$ cat config.mk
export PLATFORM = sky130hd
export DESIGN_NAME = crc16_frame_builder
export DESIGN_NICKNAME = d
export VERILOG_FILES = /design/src/sv/crc16fb_pkg.sv /design/src/sv/crc16_frame_builder.sv
export SDC_FILE = /design/constraint.sdc
export NUM_CORES = 1
export LEC_CHECK = 0
export BUFFER_PORTS_ARGS = -buffer_cell sky130_fd_sc_hd__buf_2
export CORE_ASPECT_RATIO = 2
export CORE_MARGIN = 2
export CORE_UTILIZATION = 53
export CTS_BUF_LIST = sky130_fd_sc_hd__clkbuf_2
export CTS_CLUSTER_SIZE = 24
export DETAILED_ROUTE_END_ITERATION = 7
export PLACE_DENSITY = 0.74
export SETUP_SLACK_MARGIN = 0.2
export SYNTH_ARGS = -nofsm -noshare
export SYNTH_HDL_FRONTEND = slang
export SYNTH_SLANG_ARGS = --single-unit
$ cat constraint.sdc
create_clock -name clk -period 5.5 [get_ports clk]
set_input_delay 0.55 -clock clk [delete_from_list [all_inputs] [get_ports clk]]
set_output_delay 0.55 -clock clk [all_outputs]
set_load 0.005 [all_outputs]
$ cat src/sv/crc16fb_pkg.sv
// ----------------------------------------------------------------------------
// CRC-16 frame builder package
// Shared constants and the byte-wise CRC-16/MODBUS update.
// ----------------------------------------------------------------------------
package crc16fb_pkg;

  localparam logic [7:0]  HEAD_BYTE        = 8'hFA;
  localparam logic [7:0]  TAIL_BYTE        = 8'h0D;
  localparam logic [16:0] BASE_LEN         = 17'd9;
  localparam logic [16:0] ACK_LEN          = 17'd10;
  localparam logic [15:0] CRC_INIT         = 16'hFFFF;
  localparam logic [15:0] CRC_POLY         = 16'hA001;
  localparam logic [15:0] MAX_FRAME_RESET  = 16'd1024;

  localparam logic        CMD_START        = 1'b0;
  localparam logic        CMD_PAYLOAD      = 1'b1;

  localparam logic [1:0]  ST_OK            = 2'd0;
  localparam logic [1:0]  ST_TOO_LONG      = 2'd1;
  localparam logic [1:0]  ST_OUTSIDE       = 2'd2;
  localparam logic [1:0]  ST_OPEN          = 2'd3;

  localparam int          S_DATA_W         = 64;
  localparam int          M_DATA_W         = 8;

  function automatic logic [15:0] crc_byte(input logic [15:0] crc_in,
                                           input logic [7:0]  data);
    logic [15:0] c;
    c = crc_in ^ {8'h00, data};
    for (int i = 0; i < 8; i++) begin
      if (c[0]) begin
        c = (c >> 1) ^ CRC_POLY;
      end else begin
        c = c >> 1;
      end
    end
    return c;
  endfunction

endpackage

$ cat src/sv/crc16_frame_builder.sv
// ----------------------------------------------------------------------------
// CRC-16 frame builder
// Turns start and payload items into a length-prefixed byte stream that
// closes with a CRC-16/MODBUS and a tail byte.
// ----------------------------------------------------------------------------
// Channel   Direction  Contents
// s_axis    in         tuser: cmd; tdata: header fields and payload byte
// m_axis    out        tdata: frame byte; tlast: last of run; tuser: end, status
// cfg       in         max_frame_bytes, always ready
//
// Each accepted item sits in one item register and leaves one byte per cycle
// through the output register, so a payload byte gives one output byte, a closing
// payload byte four, a start six or seven (nine or ten with an empty
// payload) and a rejected item one. The output register sets the rate:
// a stall on m_axis holds the item register and hence s_axis.
// Reset closes the open frame, sets the CRC to 0xFFFF and the limit register to 1024.
// ----------------------------------------------------------------------------
module crc16_frame_builder
  import crc16fb_pkg::*;
(
  input  logic                clk,
  input  logic                rst,
  input  logic                s_axis_tvalid,
  output logic                s_axis_tready,
  // [7:0] device_addr, [15:8] command_code, [23:16] module_id, [24] with_ack,
  // [32:25] ack_code, [48:33] payload_len, [56:49] payload_byte, rest zero
  input  logic [S_DATA_W-1:0] s_axis_tdata,
  // [0] cmd
  input  logic                s_axis_tuser,
  output logic                m_axis_tvalid,
  input  logic                m_axis_tready,
  // [7:0] frame_byte
  output logic [M_DATA_W-1:0] m_axis_tdata,
  output logic                m_axis_tlast,
  // [0] frame_end, [2:1] status
  output logic [2:0]          m_axis_tuser,
  input  logic                cfg_valid,
  output logic                cfg_ready,
  input  logic [15:0]         cfg_data
);

  typedef enum logic [3:0] {
    PH_HEAD, PH_LEN_LO, PH_LEN_HI, PH_DEV, PH_CMD, PH_MOD, PH_ACK,
    PH_DATA, PH_CRC_LO, PH_CRC_HI, PH_TAIL, PH_ERR
  } phase_t;

  logic [15:0] max_frame_bytes;
  logic        frame_open, frame_open_next;
  logic [15:0] bytes_left, bytes_left_next;
  logic [15:0] crc, crc_next;

  logic        item_valid;
  phase_t      phase, phase_next, phase_after;
  logic [7:0]  it_dev, it_cmd, it_mod, it_ack, it_pbyte;
  logic        it_ack_en;
  logic [15:0] it_total, it_plen;
  logic [1:0]  it_status;

  logic        out_free, step, is_last, done, accept;
  logic [7:0]  byte_out;
  logic [1:0]  status_out;
  logic        end_out;
  logic [16:0] total_in;
  logic [15:0] plen_in;
  logic [1:0]  status_in;

  assign cfg_ready = 1'b1;
  assign out_free  = !m_axis_tvalid || m_axis_tready;
  assign step      = item_valid && out_free;
  assign plen_in   = s_axis_tdata[48:33];
  assign total_in  = {1'b0, plen_in} + (s_axis_tdata[24] ? ACK_LEN : BASE_LEN);

  always_comb begin
    is_last         = 1'b0;
    phase_after     = phase;
    byte_out        = 8'h00;
    status_out      = ST_OK;
    end_out         = 1'b0;
    crc_next        = crc;
    frame_open_next = frame_open;
    bytes_left_next = bytes_left;
    unique case (phase)
      PH_HEAD: begin
        byte_out    = HEAD_BYTE;
        crc_next    = CRC_INIT;
        phase_after = PH_LEN_LO;
      end
      PH_LEN_LO: begin
        byte_out    = it_total[7:0];
        phase_after = PH_LEN_HI;
      end
      PH_LEN_HI: begin
        byte_out    = it_total[15:8];
        phase_after = PH_DEV;
      end
      PH_DEV: begin
        byte_out    = it_dev;
        phase_after = PH_CMD;
      end
      PH_CMD: begin
        byte_out    = it_cmd;
        phase_after = PH_MOD;
      end
      PH_MOD, PH_ACK: begin
        byte_out = (phase == PH_ACK) ? it_ack : it_mod;
        if (phase == PH_MOD && it_ack_en) begin
          phase_after = PH_ACK;
        end else if (it_plen == 16'd0) begin
          phase_after = PH_CRC_LO;
        end else begin
          is_last         = 1'b1;
          frame_open_next = 1'b1;
          bytes_left_next = it_plen;
        end
      end
      PH_DATA: begin
        byte_out        = it_pbyte;
        bytes_left_next = bytes_left - 16'd1;
        if (bytes_left == 16'd1) begin
          phase_after = PH_CRC_LO;
        end else begin
          is_last = 1'b1;
        end
      end
      PH_CRC_LO: begin
        byte_out    = crc[7:0];
        phase_after = PH_CRC_HI;
      end
      PH_CRC_HI: begin
        byte_out    = crc[15:8];
        phase_after = PH_TAIL;
      end
      PH_TAIL: begin
        byte_out        = TAIL_BYTE;
        end_out         = 1'b1;
        is_last         = 1'b1;
        crc_next        = CRC_INIT;
        frame_open_next = 1'b0;
        bytes_left_next = 16'd0;
      end
      PH_ERR: begin
        status_out = it_status;
        is_last    = 1'b1;
      end
      default: begin
        is_last = 1'b1;
      end
    endcase
    if (phase == PH_LEN_LO || phase == PH_LEN_HI || phase == PH_DEV ||
        phase == PH_CMD || phase == PH_MOD || phase == PH_ACK || phase == PH_DATA) begin
      crc_next = crc_byte(crc, byte_out);
    end
  end

  assign done          = step && is_last;
  assign s_axis_tready = !item_valid || done;
  assign accept        = s_axis_tvalid && s_axis_tready;

  always_comb begin
    status_in  = ST_OK;
    phase_next = PH_ERR;
    if (s_axis_tuser == CMD_START) begin
      if (step ? frame_open_next : frame_open) begin
        status_in = ST_OPEN;
      end else if (total_in > {1'b0, max_frame_bytes}) begin
        status_in = ST_TOO_LONG;
      end else begin
        phase_next = PH_HEAD;
      end
    end else begin
      if (step ? frame_open_next : frame_open) begin
        phase_next = PH_DATA;
      end else begin
        status_in = ST_OUTSIDE;
      end
    end
  end

  always_ff @(posedge clk) begin
    if (rst) begin
      max_frame_bytes <= MAX_FRAME_RESET;
      frame_open      <= 1'b0;
      bytes_left      <= 16'd0;
      crc             <= CRC_INIT;
      item_valid      <= 1'b0;
      phase           <= PH_HEAD;
      m_axis_tvalid   <= 1'b0;
    end else begin
      if (cfg_valid && cfg_ready) begin
        max_frame_bytes <= cfg_data;
      end
      if (step) begin
        frame_open    <= frame_open_next;
        bytes_left    <= bytes_left_next;
        crc           <= crc_next;
        m_axis_tvalid <= 1'b1;
        m_axis_tdata  <= byte_out;
        m_axis_tlast  <= is_last;
        m_axis_tuser  <= {status_out, end_out};
      end else if (m_axis_tready) begin
        m_axis_tvalid <= 1'b0;
      end
      if (accept) begin
        phase <= phase_next;
      end else if (step) begin
        phase <= phase_after;
      end
      if (accept) begin
        item_valid <= 1'b1;
        it_status  <= status_in;
        it_dev     <= s_axis_tdata[7:0];
        it_cmd     <= s_axis_tdata[15:8];
        it_mod     <= s_axis_tdata[23:16];
        it_ack_en  <= s_axis_tdata[24];
        it_ack     <= s_axis_tdata[32:25];
        it_plen    <= plen_in;
        it_pbyte   <= s_axis_tdata[56:49];
        it_total   <= total_in[15:0];
      end else if (done) begin
        item_valid <= 1'b0;
      end
    end
  end

  a_err_single: assert property (@(posedge clk) disable iff (rst)
    m_axis_tvalid && m_axis_tuser[2:1] != ST_OK |-> m_axis_tlast && !m_axis_tuser[0])
    else $error("error result must stand alone");

  a_tail_byte: assert property (@(posedge clk) disable iff (rst)
    m_axis_tvalid && m_axis_tuser[0] |-> m_axis_tlast && m_axis_tdata == TAIL_BYTE)
    else $error("frame end must carry the tail byte and close the run");

  a_open_count: assert property (@(posedge clk) disable iff (rst)
    frame_open && !item_valid |-> bytes_left != 16'd0)
    else $error("open frame with no payload bytes left");

  a_crc_idle: assert property (@(posedge clk) disable iff (rst)
    !frame_open && !item_valid |-> crc == CRC_INIT)
    else $error("CRC not restored outside a frame");

  a_data_open: assert property (@(posedge clk) disable iff (rst)
    item_valid && phase == PH_DATA |-> frame_open)
    else $error("payload byte emitted with no open frame");

endmodule

### Word level (Yosys, flattened, before mapping)

Index checks and enable logic that the tools add are counted.
W data, S select, Z words.

* multiplexer cells: 50
* order comparisons: 1
* $mul: 0
* shifts and indexed selects: 0
* eq/ne operators: 16
* divide/modulo/power cells: 0
* reduce and logical (&&, ||, !) cells: 30
* bitwise logic cells: 10
* $add $sub $neg: 2

Operator list (number)
* $mux W16: 19
* $pmux W8 S10: 1
* $pmux W16 S3: 1
* $mux W4: 9
* $pmux W4 S9: 1
* $not A2 Y3: 8
* $add A16 B4 Y17: 1
* $gt A17 B16 Y1: 1
* $eq A16 B1 Y1 const B: 1
* $eq A4 B3 Y1 const B: 4
* $eq A4 B4 Y1 const B: 4
* $logic_not A16 Y1: 1
* $sub A16 B1 Y16 const B: 1
* $xor A16 B8 Y16: 1
* $mux W1: 12
* $reduce_bool A10 Y1: 1
* $eq A4 B2 Y1 const B: 2
* $logic_or A1 B1 Y1: 8
* $mux W2: 4
* $mux W8: 1
* $reduce_and A4 Y1: 2
* $reduce_bool A2 Y1: 4
* $reduce_or A7 Y1: 1
* $reduce_and A2 Y1: 3
* 12 further kinds: 18

* logic and storage cells: 129
* register bits: 142
* memories: 0
* output and inout bits: 15
* memory bits (read-only): 0
* bits in latches: 0
* bits in writable memories: 0

### Longest topological paths before layout

Gate-level depths: netlist of run 1.

* word-level depth: 29
* depth in mapped cells: 17
* mapped depth without buffers: 17

### Worst setup path before layout of run 1

Ideal clock, no wire load.

* path kind: register to register
* from: register phase[0]
* to: register it_ack[0] (enable)
* clock period less this slack: 5.444 ns
* cell stages (with the launch flop): 10
* setup time: 0.509 ns
* path slack: 0.056 ns
* buffers on the path: 4
* data arrival time: 4.935 ns
* cell sequence: dfxtp_1 buf_6 buf_6 buf_2 clkbuf_1 a31oi_1 o21a_1 o21ai_1 nand2_1 nor2_1

* cells in the longest elaborated chain, start to end: 8
* elaborated cells on any way between the ends: 19
* classes of those cells: 9 x eq/ne; 2 x mux; 8 x reduce/logical

RTL lines
* from (decl): line crc16_frame_builder.sv:53 `phase_t phase, phase_next, phase_after;`
* from (signal assigned): line crc16_frame_builder.sv:204 `phase <= phase_next;`
* from (signal assigned): line crc16_frame_builder.sv:206 `phase <= phase_after;`
* $eq A4 B3 Y1: line crc16_frame_builder.sv:82, crc16_frame_builder.sv:106
* $logic_and A1 B1 Y1: line crc16_frame_builder.sv:106 `if (phase == PH_MOD && it_ack_en) begin`
* $mux W1: line crc16_frame_builder.sv:106
* $pmux W1 S3 *: line crc16_frame_builder.sv:82 `unique case (phase)`
* $logic_and A1 B1 Y1 *: line crc16_frame_builder.sv:155 `assign done = step && is_last;`
* $logic_or A1 B1 Y1 *: line crc16_frame_builder.sv:156 `assign s_axis_tready = !item_valid || done;`
* named net s_axis_tready: line crc16_frame_builder.sv:24 `output logic s_axis_tready,`
* $logic_and A1 B1 Y1 *: line crc16_frame_builder.sv:157 `assign accept = s_axis_tvalid && s_axis_tready;`
* $reduce_and A2 Y1 (no line) *
* to (signal assigned): line crc16_frame_builder.sv:215 `it_ack <= s_axis_tdata[32:25];`
* to (decl): line crc16_frame_builder.sv:54 `logic [7:0] it_dev, it_cmd, it_mod, it_ack, it_pbyte;`

Mark *: on every way through the listed nets, which the timed path passes. The rest lies on a longest branch.
A chain may end at the register's enable or synchronous reset.

### Worst setup path in the final report of run 1

* from: input port s_axis_tdata[33]
* to: register phase[0]

* cells in the longest elaborated chain, start to end: 6

RTL lines
* from (decl): line crc16_frame_builder.sv:27 `input logic [S_DATA_W-1:0] s_axis_tdata,`
* $add A16 B4 Y17: line crc16_frame_builder.sv:71 `assign total_in = {1'b0, plen_in} + (s_axis_tdata[24] ? ACK_LEN : BASE_LEN);`
* named net total_in[14]: line crc16_frame_builder.sv:63 `logic [16:0] total_in;`
* $gt A17 B16 Y1: line crc16_frame_builder.sv:165 `end else if (total_in > {1'b0, max_frame_bytes}) begin`
* $mux W4: line crc16_frame_builder.sv:165
* $mux W4: line crc16_frame_builder.sv:163 `if (step ? frame_open_next : frame_open) begin`
* $mux W4: line crc16_frame_builder.sv:162 `if (s_axis_tuser == CMD_START) begin`
* $mux W4: line crc16_frame_builder.sv:203 `if (accept) begin`

The timed path passes the listed nets, and every way through them passes these cells.

==> summary.md, run 1 <==
| Metric | Value |
|---|---|
| Vias in the first global route | `5609` |
| P per Cell Area | `308 mW/mm²` |
| Area contributors post-synth | `edfxtp_1 37%, dfxtp_1 16%, ha_1 3.8%, mux2i_1 3.7%, nor2_1 3.4%` |
| Via density | `5.95` |
| Remaining DRCs | `0` |
| Crit-path leading delay family | `compound AO/OA/AOI/OAI gates` |
| # hold bufs at CTS | `53` |
| Post-CTS Setup Bufs | `0` |
| TritonCTS clock tree | `yes` |
| Slew margin rel. | `21.0%` |
| Pins Over Slew Limit | `0` |
| Power Total | `2.57 mW` |
| Max VDD drop | `0.223 mV` |
| Final wirelength | `19000 µm` |
| Wirelength per Cell | `20.0 µm` |
| Worst path slowest cell | `o21ai_0` |
| Max_cap viols | `0` |
| Initial antenna violation count | `2` |
| Reg clk slew, reported paths | `0.22 ns` |
| IO Count | `101` |
| Syn nets | `750` |
| Cells after synthesis | `642` |
| IO buf count | `92` |
| Worst path bufs/invs | `4` |
| Final GP Congestion | `0.989` |
| Slew @ Worst Pin | `1.18 ns` |
| Max incr delay on CP | `0.61 ns` |
| Layout area overhead | `19.1%` |
| GRT Util Overall | `27.2%` |
| EDFF count, synth | `87` |
| WHS | `0.0416 ns` |
| TritonCTS buffer count | `17` |
| Global-route wire length before repair | `29300 µm` |
| Post-synth ARST share | `0%` |
| Setup_tns | `0 ns` |
| Area after DPL | `0.00754 mm²` |
| Synth top area share | `37.3%` |
| Crit share post-route | `76.3%` |
| Flops & latches, synth | `142` |
| Ys flop type | `edfxtp_1` |
| Post-synthesis cell type count | `74` |
| Starting density of the core | `53.9%` |
| Clock root cell | `clkbuf_2` |
| Row cnt | `59` |
| Clk sinks | `142` |
| Post-synthesis sequential area ratio | `53.1%` |
| Syn avg cell area | `10.9 µm²` |
| Number of H-tree levels | `4` |
| Die width | `85.3 µm` |
| Worst-path fanout max | `6` |
| Dpl hpwl | `13400 µm` |
| Layout cell share with drive strength beyond 1 | `19.4%` |
| Largest net degree at the start of global routing | `44` |
| Vias | `5646` |
| Leak Pwr | `3.22 nW` |
| Drt first pass iters | `5` |
| Status | `finished, final reports clean` |
| RSZ-0062 raised after global routing | `no` |
| Full die area | `0.0142 mm²` |
| Clock Latency Late Sink | `0.73 ns` |
| Fmax | `0.238 GHz` |
| Global route overflow | `0` |
| Final nets | `890` |
| Yosys top cell by area | `edfxtp_1` |
| Netlist Area Pre-Place | `0.00700 mm²` |
| Die height | `167 µm` |
| Fin area | `0.00834 mm²` |
| Hold WC Path Type | `input pin to flip-flop` |
| Worst EP required | `6.12 ns` |
| Final Setup Violations | `0` |
| Worst EP arrival | `4.82 ns` |
| Core ar. | `0.0130 mm²` |
| Synth Warn # | `0` |
| Tmin final | `4.20 ns` |
| Critical path depth | `17` |
| Critical path launch point type | `input pin` |
| Post-cts resize count | `0` |
| Final Hold Fails | `0` |
| Crit-path cells | `dlygate4sd3_1 -> buf_2 -> ha_1 -> inv_1 -> fa_1 -> inv_1 -> a21oi_1 -> nor2_1 -> nand4_1 -> xnor2_1 -> ha_1 -> a21o_1 -> a21o_1 -> a211o_1 -> o21ai_0 -> a41oi_1 -> o221a_2` |
| Reg2Reg Depth | `10` |
| DR iter-0 viols | `367` |
| Setup crit end kind | `flip-flop` |
| Worst Skew | `0.0335 ns` |
| Hold path depth | `1` |
| Crit Path Class | `input pin to flip-flop` |
| Max clock buf depth | `2` |
| ANT nets after route | `0` |
layout make-up:
cell class              count  area [µm²]
flip-flops and latches    142        3710
multi-input cells         431        2980
repair buffers            156        1080
diodes                      2        5.00
clock inverters            15         163
fillers                  1026        4660
clock buffers              17        85.1
inverters                  34         128
well taps                 152         190
metal layers:
| metal | global-route usage (%) | vias up | share of wire (%) |
|---|---|---|---|
| li1 | - | 2641 | - |
| met1 | 28.1 | 2693 | 35 |
| met2 | 49.3 | 242 | 55 |
| met3 | 4.66 | 70 | 4.6 |
| met4 | 16.8 | 0 | 6.2 |
| met5 | 0 | - | 0 |
report_power, final:
group	leakage (nW)	switching [mW]	internal (mW)
Clock	0.142	0.415	0.215
Combinational	1.83	0.389	0.307
Sequential	1.25	0.0421	1.20
Total	3.22	0.846	1.72
registers in the layout (all words and copies together) (netlist names), 2 cells and up:
name,cells
it_cmd,8
it_status,2
phase,4
it_dev,8
max_frame_bytes,16
it_mod,8
m_axis_tuser,3
it_pbyte,8
it_total,16
crc,16
bytes_left,16
it_plen,16
m_axis_tdata,8
it_ack,8
cells in the final DEF (no fill, tap or decap), drive strengths merged, types with 8 or more instances in the layout:
master,count
xor2,14
nand3,9
a21o,8
a22oi,14
ha,21
nand2b,9
o21ai,27
o22ai,11
mux2i,26
buf,102
nor4,9
clkbuf,17
inv,38
nand2,40
nor2b,10
a211oi,9
xnor2,22
nor3,12
dlygate4sd3,54
dfxtp,55
edfxtp,87
nor2,63
a21oi,35
final timing paths:
path	start	end	slack, ns
worst max register to register	phase[0]	it_total[9]	1.50
worst min register to register	max_frame_bytes[10]	max_frame_bytes[10]	0.51
worst min-delay path	s_axis_tdata[41]	it_plen[8]	0.04
worst max-delay path	s_axis_tdata[33]	phase[0]	1.30
logic make-up after synthesis:
family	Yosys count	share of synthesized area, %
and+or+nand+nor	193	14.2
AOI/OAI and AO/OA	146	14.0
DFF	142	53.1
buffers and inverters	69	4.59
xor gates and xnor gates	37	5.15
muxes	32	4.90
adders and majority gates	22	4.04
other	1	0.0536
synth_stat cells (all sizes together) (10+ instances only):
cell and instances:
a21oi 35, a22oi 14, buf 17, clkbuf 18, dfxtp 55, edfxtp 87
ha 21, inv 34, mux2i 26, nand2 40, nor2 63, nor2b 10
nor3 12, o21ai 27, o22ai 11, xnor2 22, xor2 14
through the flow:
stage                     std cells  util [%]  setup slack [ns]
final                           949      64.2              1.30
after global routing            949      64.2              1.12
after CTS                       946      64.1              1.44
after detailed placement        861      58.1              1.04
after global placement          861      58.1              1.16
after floorplan                 642         -              1.31
Note: power is estimated with default switching activity, not from simulation.
==> run 2: changes to the inputs <==
==> constraint.sdc (replaced) <==
create_clock -name clk -period 3.45 [get_ports clk]
set_input_delay 0.345 -clock clk [delete_from_list [all_inputs] [get_ports clk]]
set_output_delay 0.345 -clock clk [all_outputs]
set_load 0.005 [all_outputs]
==> run 2 against run 1 <==
Critical path type is now flip-flop to primary output. Design area up 7.7%. Clock power increased by 78%. Die area unchanged. Critical path depth decreased by 9. Largest cell class unchanged. Global-route usage grew 1.4 points. Total power increased by 68%.
==> summary.md, run 2 (synthesis gave the netlist of run 1 again) <==
| Metric | Value |
|---|---|
| Global route overflow | `0` |
| Area after DPL | `0.00778 mm²` |
| Power Total | `4.33 mW` |
| ANT nets after route | `0` |
| Initial antenna violation count | `1` |
| GRT Util Overall | `28.5%` |
| Final wirelength | `19900 µm` |
| Hold WC Path Type | `input pin to flip-flop` |
| Drt first pass iters | `7` |
| Slew @ Worst Pin | `0.993 ns` |
| Vias | `5908` |
| R2r setup slk | `0.36 ns` |
| Leading cell type in the layout, fill and taps excluded | `buf_2` |
| Max incr delay on CP | `0.41 ns` |
| Worst EP arrival | `2.78 ns` |
| Clk sinks | `142` |
| TritonCTS buffer count | `17` |
| Pins Over Slew Limit | `0` |
| Dpl hpwl | `13600 µm` |
| Placed Instances | `889` |
| Core ar. | `0.0130 mm²` |
| Setup_tns | `0 ns` |
| Full die area | `0.0142 mm²` |
| Final GP Congestion | `0.988` |
| Layout cell share with drive strength beyond 1 | `24.5%` |
| TritonCTS clock tree | `yes` |
| Layout area overhead | `28.3%` |
| Row cnt | `59` |
| Crit-path cells | `nor3_4 -> nand2b_1 -> or3_4 -> or3_4 -> a31oi_2 -> o21a_1 -> o21ai_2 -> buf_2` |
| Final Setup Violations | `0` |
| P per Cell Area | `482 mW/mm²` |
| Largest net degree at the start of global routing | `53` |
| Worst EP required | `3.11 ns` |
| Post-route insts no fill | `1006` |
| Fmax | `0.320 GHz` |
| Max VDD drop | `0.406 mV` |
| Die height | `167 µm` |
| Remaining DRCs | `0` |
| Final nets | `948` |
| Final Hold Fails | `0` |
| IO buf count | `92` |
| Multi-input gate area | `0.00306 mm²` |
| Fin area | `0.00898 mm²` |
| Global-route wire length before repair | `31000 µm` |
| Worst path bufs/invs | `1` |
| Starting density of the core | `53.9%` |
| Global Route met2 Usage | `52.3%` |
| RSZ-0062 raised after global routing | `yes` |
| Tmin final | `3.13 ns` |
| Met3 usage | `4.86%` |
| Worst Skew | `0.0355 ns` |
| Number of H-tree levels | `4` |
| CP most frequent cell | `or3_4` |
| Max_cap viols | `0` |
| Die width | `85.3 µm` |
| Worst path slowest cell | `dfxtp_4` |
| Critical path launch point type | `flip-flop` |
| Worst-path fanout max | `4` |
| FILL cells | `952` |
| Status | `finished, final reports clean` |
| Crit share post-route | `90.7%` |
| Crit Path Class | `flip-flop to primary output` |
| Routing usage on met1 | `28.0%` |
| Leak Pwr | `3.55 nW` |
| Reg clk slew, reported paths | `0.20 ns` |
| DR iter-0 viols | `419` |
| Clock Latency Late Sink | `0.71 ns` |
| IO Count | `101` |
| Slew margin rel. | `33.6%` |
| Busiest grt layer | `met2` |
| Clock root cell | `clkbuf_2` |
| Register Area | `0.00372 mm²` |
| Max clock buf depth | `2` |
| Vias in the first global route | `6144` |
| Via density | `5.87` |
| Setup crit end kind | `primary output` |
| Most frequent cells in the layout | `92 x buf_2, 87 x edfxtp_1, 76 x dlygate4sd3_1, 61 x nor2_1, 50 x dfxtp_1` |
| Wirelength per Cell | `19.8 µm` |
| Crit-path leading delay family | `simple AND/OR/NAND/NOR gates` |
-- run 2: cell count changes in the layout (fill, tap and decap cells not counted), moves of 4 or more --
cell,before,now
xor2_1,14,10
dlygate4sd3_1,54,76
xor2_2,0,4
buf_4,10,44
dfxtp_1,55,50
dfxtp_2,0,4
-- run 2: layout make-up --
cell class	count	area share (%)
diodes	1	0.0279
well taps	152	2.12
clock buffers	20	1.11
inverters	34	1.42
multi-input cells	431	34.1
flip-flops and latches	142	41.5
clock inverters	12	2.06
repair buffers	214	17.7
-- run 2: power by group --
group,internal [mW],switching [mW]
registers,1.92,0.0714
clock network,0.494,0.630
logic,0.580,0.637
total,2.99,1.34
-- run 2: per-layer routing --
| layer | vias to the layer above | wire length, µm | part of all wire (%) |
|---|---|---|---|
| met2 | 243 | 10800 | 54 |
| met3 | 94 | 888 | 4.5 |
| met1 | 2823 | 6620 | 33 |
| li1 | 2748 | - | - |
| met4 | 0 | 1540 | 7.8 |
| met5 | - | 0 | 0 |
-- run 2: worst paths after layout --
| path | cells after the start | start | to |
|---|---|---|---|
| worst max register to register | 10 | phase[1] | crc[0] |
| worst min-delay path | 2 | s_axis_tdata[33] | it_total[0] |
| worst min register to register | 2 | max_frame_bytes[10] | max_frame_bytes[10] |
| worst max-delay path | 8 | bytes_left[4] | s_axis_tready |
-- run 2: stage by stage --
stage	hold WS (ns)	util, %	worst slack (ns)
6_report	0.121	69.1	0.322
5_1_grt	0.0900	69.1	0.196
4_1_cts	0.0737	68.1	0.186
3_5_place_dp	0.483	59.9	-0.181
3_3_place_gp	0.474	59.9	-0.0221
2_1_floorplan	0.444	-	0.214
-- run 2: what timing repair did --
action | 4_1_cts | 5_1_grt
hold buffers | 76 | 0
gates resized for setup | 3 | 16
buffers inserted | 0 | 8
endpoints found under the hold margin | 79 | 0
pin swaps | 0 | 4
setup endpoints to repair | 2 | 43
==> run 3: changes to the inputs <==
--- a/config.mk
+++ b/config.mk
@@ -12,7 +12,7 @@
 export CTS_BUF_LIST = sky130_fd_sc_hd__clkbuf_2
 export CTS_CLUSTER_SIZE = 24
 export DETAILED_ROUTE_END_ITERATION = 7
-export PLACE_DENSITY = 0.74
+export PLACE_DENSITY = 0.71
 export SETUP_SLACK_MARGIN = 0.2
 export SYNTH_ARGS = -nofsm -noshare
 export SYNTH_HDL_FRONTEND = slang
==> constraint.sdc (replaced) <==
create_clock -name clk -period 3.5 [get_ports clk]
set_input_delay 0.35 -clock clk [delete_from_list [all_inputs] [get_ports clk]]
set_output_delay 0.35 -clock clk [all_outputs]
set_load 0.005 [all_outputs]
==> run 3 against run 2 <==
Clock power decreased by 20%. Flip-flop and latch count unchanged. Total power decreased by 6.1%. Count of clock-buffer cells in the layout unchanged. Wire length decreased by 1.7%. Highest routed layer unchanged. Combinational power about the same. Design area decreased by 0.22%. Critical path depth increased by 11. Clock skew increased by 0.016 ns.
==> summary.md, run 3 (synthesis gave the netlist of run 1 again) <==
| Metric | Value |
|---|---|
| R2r setup slk | `0.34 ns` |
| WHS | `0.0583 ns` |
| Die height | `167 µm` |
| Clock root cell | `clkbuf_2` |
| Tmin final | `3.31 ns` |
| IO buf count | `92` |
| Worst reg2reg path startpoint | `phase[2]` |
| Worst-path fanout max | `5` |
| Reg clk slew, reported paths | `0.20 ns` |
| Final GP Congestion | `0.913` |
| Worst path slowest cell | `dlygate4sd3_1` |
| Max incr delay on CP | `0.59 ns` |
| Reg2Reg Depth | `9` |
| Die width | `85.3 µm` |
| Slew @ Worst Pin | `0.963 ns` |
| Leak Pwr | `3.54 nW` |
| Crit share post-route | `94.5%` |
| P per Cell Area | `454 mW/mm²` |
| Row cnt | `59` |
| FILL cells | `941` |
| Hold endpoint | `it_plen[0]` |
| Worst reg2reg path endpoint | `crc[0]` |
| Global Route met2 Usage | `51.2%` |
| Crit Path Class | `input pin to flip-flop` |
| Busiest grt layer | `met2` |
| Worst Skew | `0.0517 ns` |
| Leading cell type in the layout, fill and taps excluded | `buf_2` |
| Largest net degree at the start of global routing | `70` |
| Via density | `5.80` |
| Vias | `5793` |
| Worst EP arrival | `3.93 ns` |
| Full die area | `0.0142 mm²` |
| Crit-path cells | `buf_2 -> dlygate4sd3_1 -> buf_4 -> ha_1 -> a21oi_2 -> nor2b_1 -> o21a_1 -> and2_4 -> nand3_2 -> xnor2_2 -> ha_2 -> a21o_1 -> a21o_1 -> a31oi_1 -> a41oi_1 -> o21ai_1 -> buf_4 -> a221o_1 -> a311oi_1` |
| Final nets | `941` |
| Vias in the first global route | `5894` |
| Number of H-tree levels | `4` |
| ANT nets after route | `0` |
| Clock Latency Late Sink | `0.72 ns` |
| Initial antenna violation count | `1` |
| Setup crit end kind | `flip-flop` |
| Final Hold Fails | `0` |
| DR iter-0 viols | `397` |
| RSZ-0062 raised after global routing | `yes` |
| Layout cell share with drive strength beyond 1 | `25.2%` |
| Hold path depth | `2` |
| Fmax | `0.302 GHz` |
| Dpl hpwl | `13300 µm` |
| Remaining DRCs | `0` |
| Hold Crit Start | `s_axis_tdata[33]` |
| Status | `finished, final reports clean` |
| Starting density of the core | `53.9%` |
| Wirelength per Cell | `19.6 µm` |
| Max VDD drop | `0.408 mV` |
| Global route overflow | `0` |
| Pins Over Slew Limit | `0` |
| Worst EP required | `4.12 ns` |
| Slew margin rel. | `35.5%` |
| Final Setup Violations | `0` |
| Hold WC Path Type | `input pin to flip-flop` |
| Core ar. | `0.0130 mm²` |
| Most frequent cells in the layout | `91 x buf_2, 87 x edfxtp_1, 76 x dlygate4sd3_1, 62 x nor2_1, 50 x dfxtp_1` |
| Final wirelength | `19500 µm` |
| Placed Instances | `882` |
| Clk sinks | `142` |
| Drt first pass iters | `8` |
| Critical path launch point type | `input pin` |
| Routing usage on met1 | `28.9%` |
| Max clock buf depth | `2` |
| Post-route insts no fill | `999` |
| Layout area overhead | `28.0%` |
| TritonCTS buffer count | `17` |
| Max_cap viols | `0` |
| IO Count | `101` |
| Met3 usage | `4.26%` |
| Global-route wire length before repair | `30200 µm` |
| TritonCTS clock tree | `yes` |
| GRT Util Overall | `27.6%` |
run 3: changes by cell type in the layout (fill, tap and decap cells not counted), sizes merged:
cell	before	now
bufinv	4	1
inv	36	35
dlymetal6s4s	0	1
clkinv	5	8
buf	138	130
clkinvlp	1	2
run 3: how the worst max path moves through the flow:
stage | from | to | slack (ns) | cells after the start
after global routing | s_axis_tdata[24] | phase[3] | 0.15 | 19
final | s_axis_tdata[24] | phase[3] | 0.19 | 19
after floorplan | s_axis_tdata[24] | phase[0] | 0.23 | 16
after global placement | s_axis_tdata[24] | phase[1] | -0.01 | 18
after CTS | bytes_left[4] | s_axis_tready | 0.17 | 8
after detailed placement | s_axis_tdata[24] | phase[0] | -0.12 | 18
run 3: per-stage QoR:
step	utilization (%)	worst slack, ns	power (mW)	setup TNS [ns]	cell area [µm²]
floorplan	-	0.225	2.74	0	7010
global placement	59.6	-0.0107	3.04	-0.0203	7740
detailed placement	59.6	-0.121	3.08	-0.287	7740
CTS	67.3	0.174	4.02	0	8740
global route	68.9	0.151	4.24	0	8960
finish	68.9	0.193	4.06	0	8960
run 3: cell type report:
cell class / instances / area (µm²) / area share, %
multi-input cells: 431 / 3130 / 35.0
diodes: 1 / 2.50 / 0.0279
inverters: 34 / 128 / 1.42
well taps: 152 / 190 / 2.12
flip-flops and latches: 142 / 3720 / 41.6
clock buffers: 20 / 100 / 1.12
clock inverters: 12 / 116 / 1.30
repair buffers: 207 / 1560 / 17.4
run 3: what timing repair did:
action,in CTS,in global routing
setup buffers,0,7
setup endpoints to repair,3,7
hold buffers,77,0
pin swaps,0,16
resized for setup,4,34
endpoints found under the hold margin,81,0
run 3: per-layer routing:
metal | vias to the layer above | wire length, µm
met5 | - | 0
met4 | 0 | 892
met3 | 51 | 692
met2 | 208 | 11100
met1 | 2799 | 6830
li1 | 2735 | -
run 3: critical path: cells and delay by family:
kind,cells,cell delay (ns)
AOI/OAI and AO/OA,9,1.37
and+or+nand+nor,3,0.43
buffers and inverters,4,1.03
xor gates and xnor gates,1,0.24
adders and majority gates,2,0.51
run 3: power breakdown:
| group | total [mW] | internal (mW) | leakage, nW | switching (mW) |
|---|---|---|---|---|
| Clock | 0.899 | 0.271 | 0.135 | 0.629 |
| Sequential | 1.96 | 1.89 | 1.26 | 0.0685 |
| Combinational | 1.21 | 0.575 | 2.15 | 0.632 |
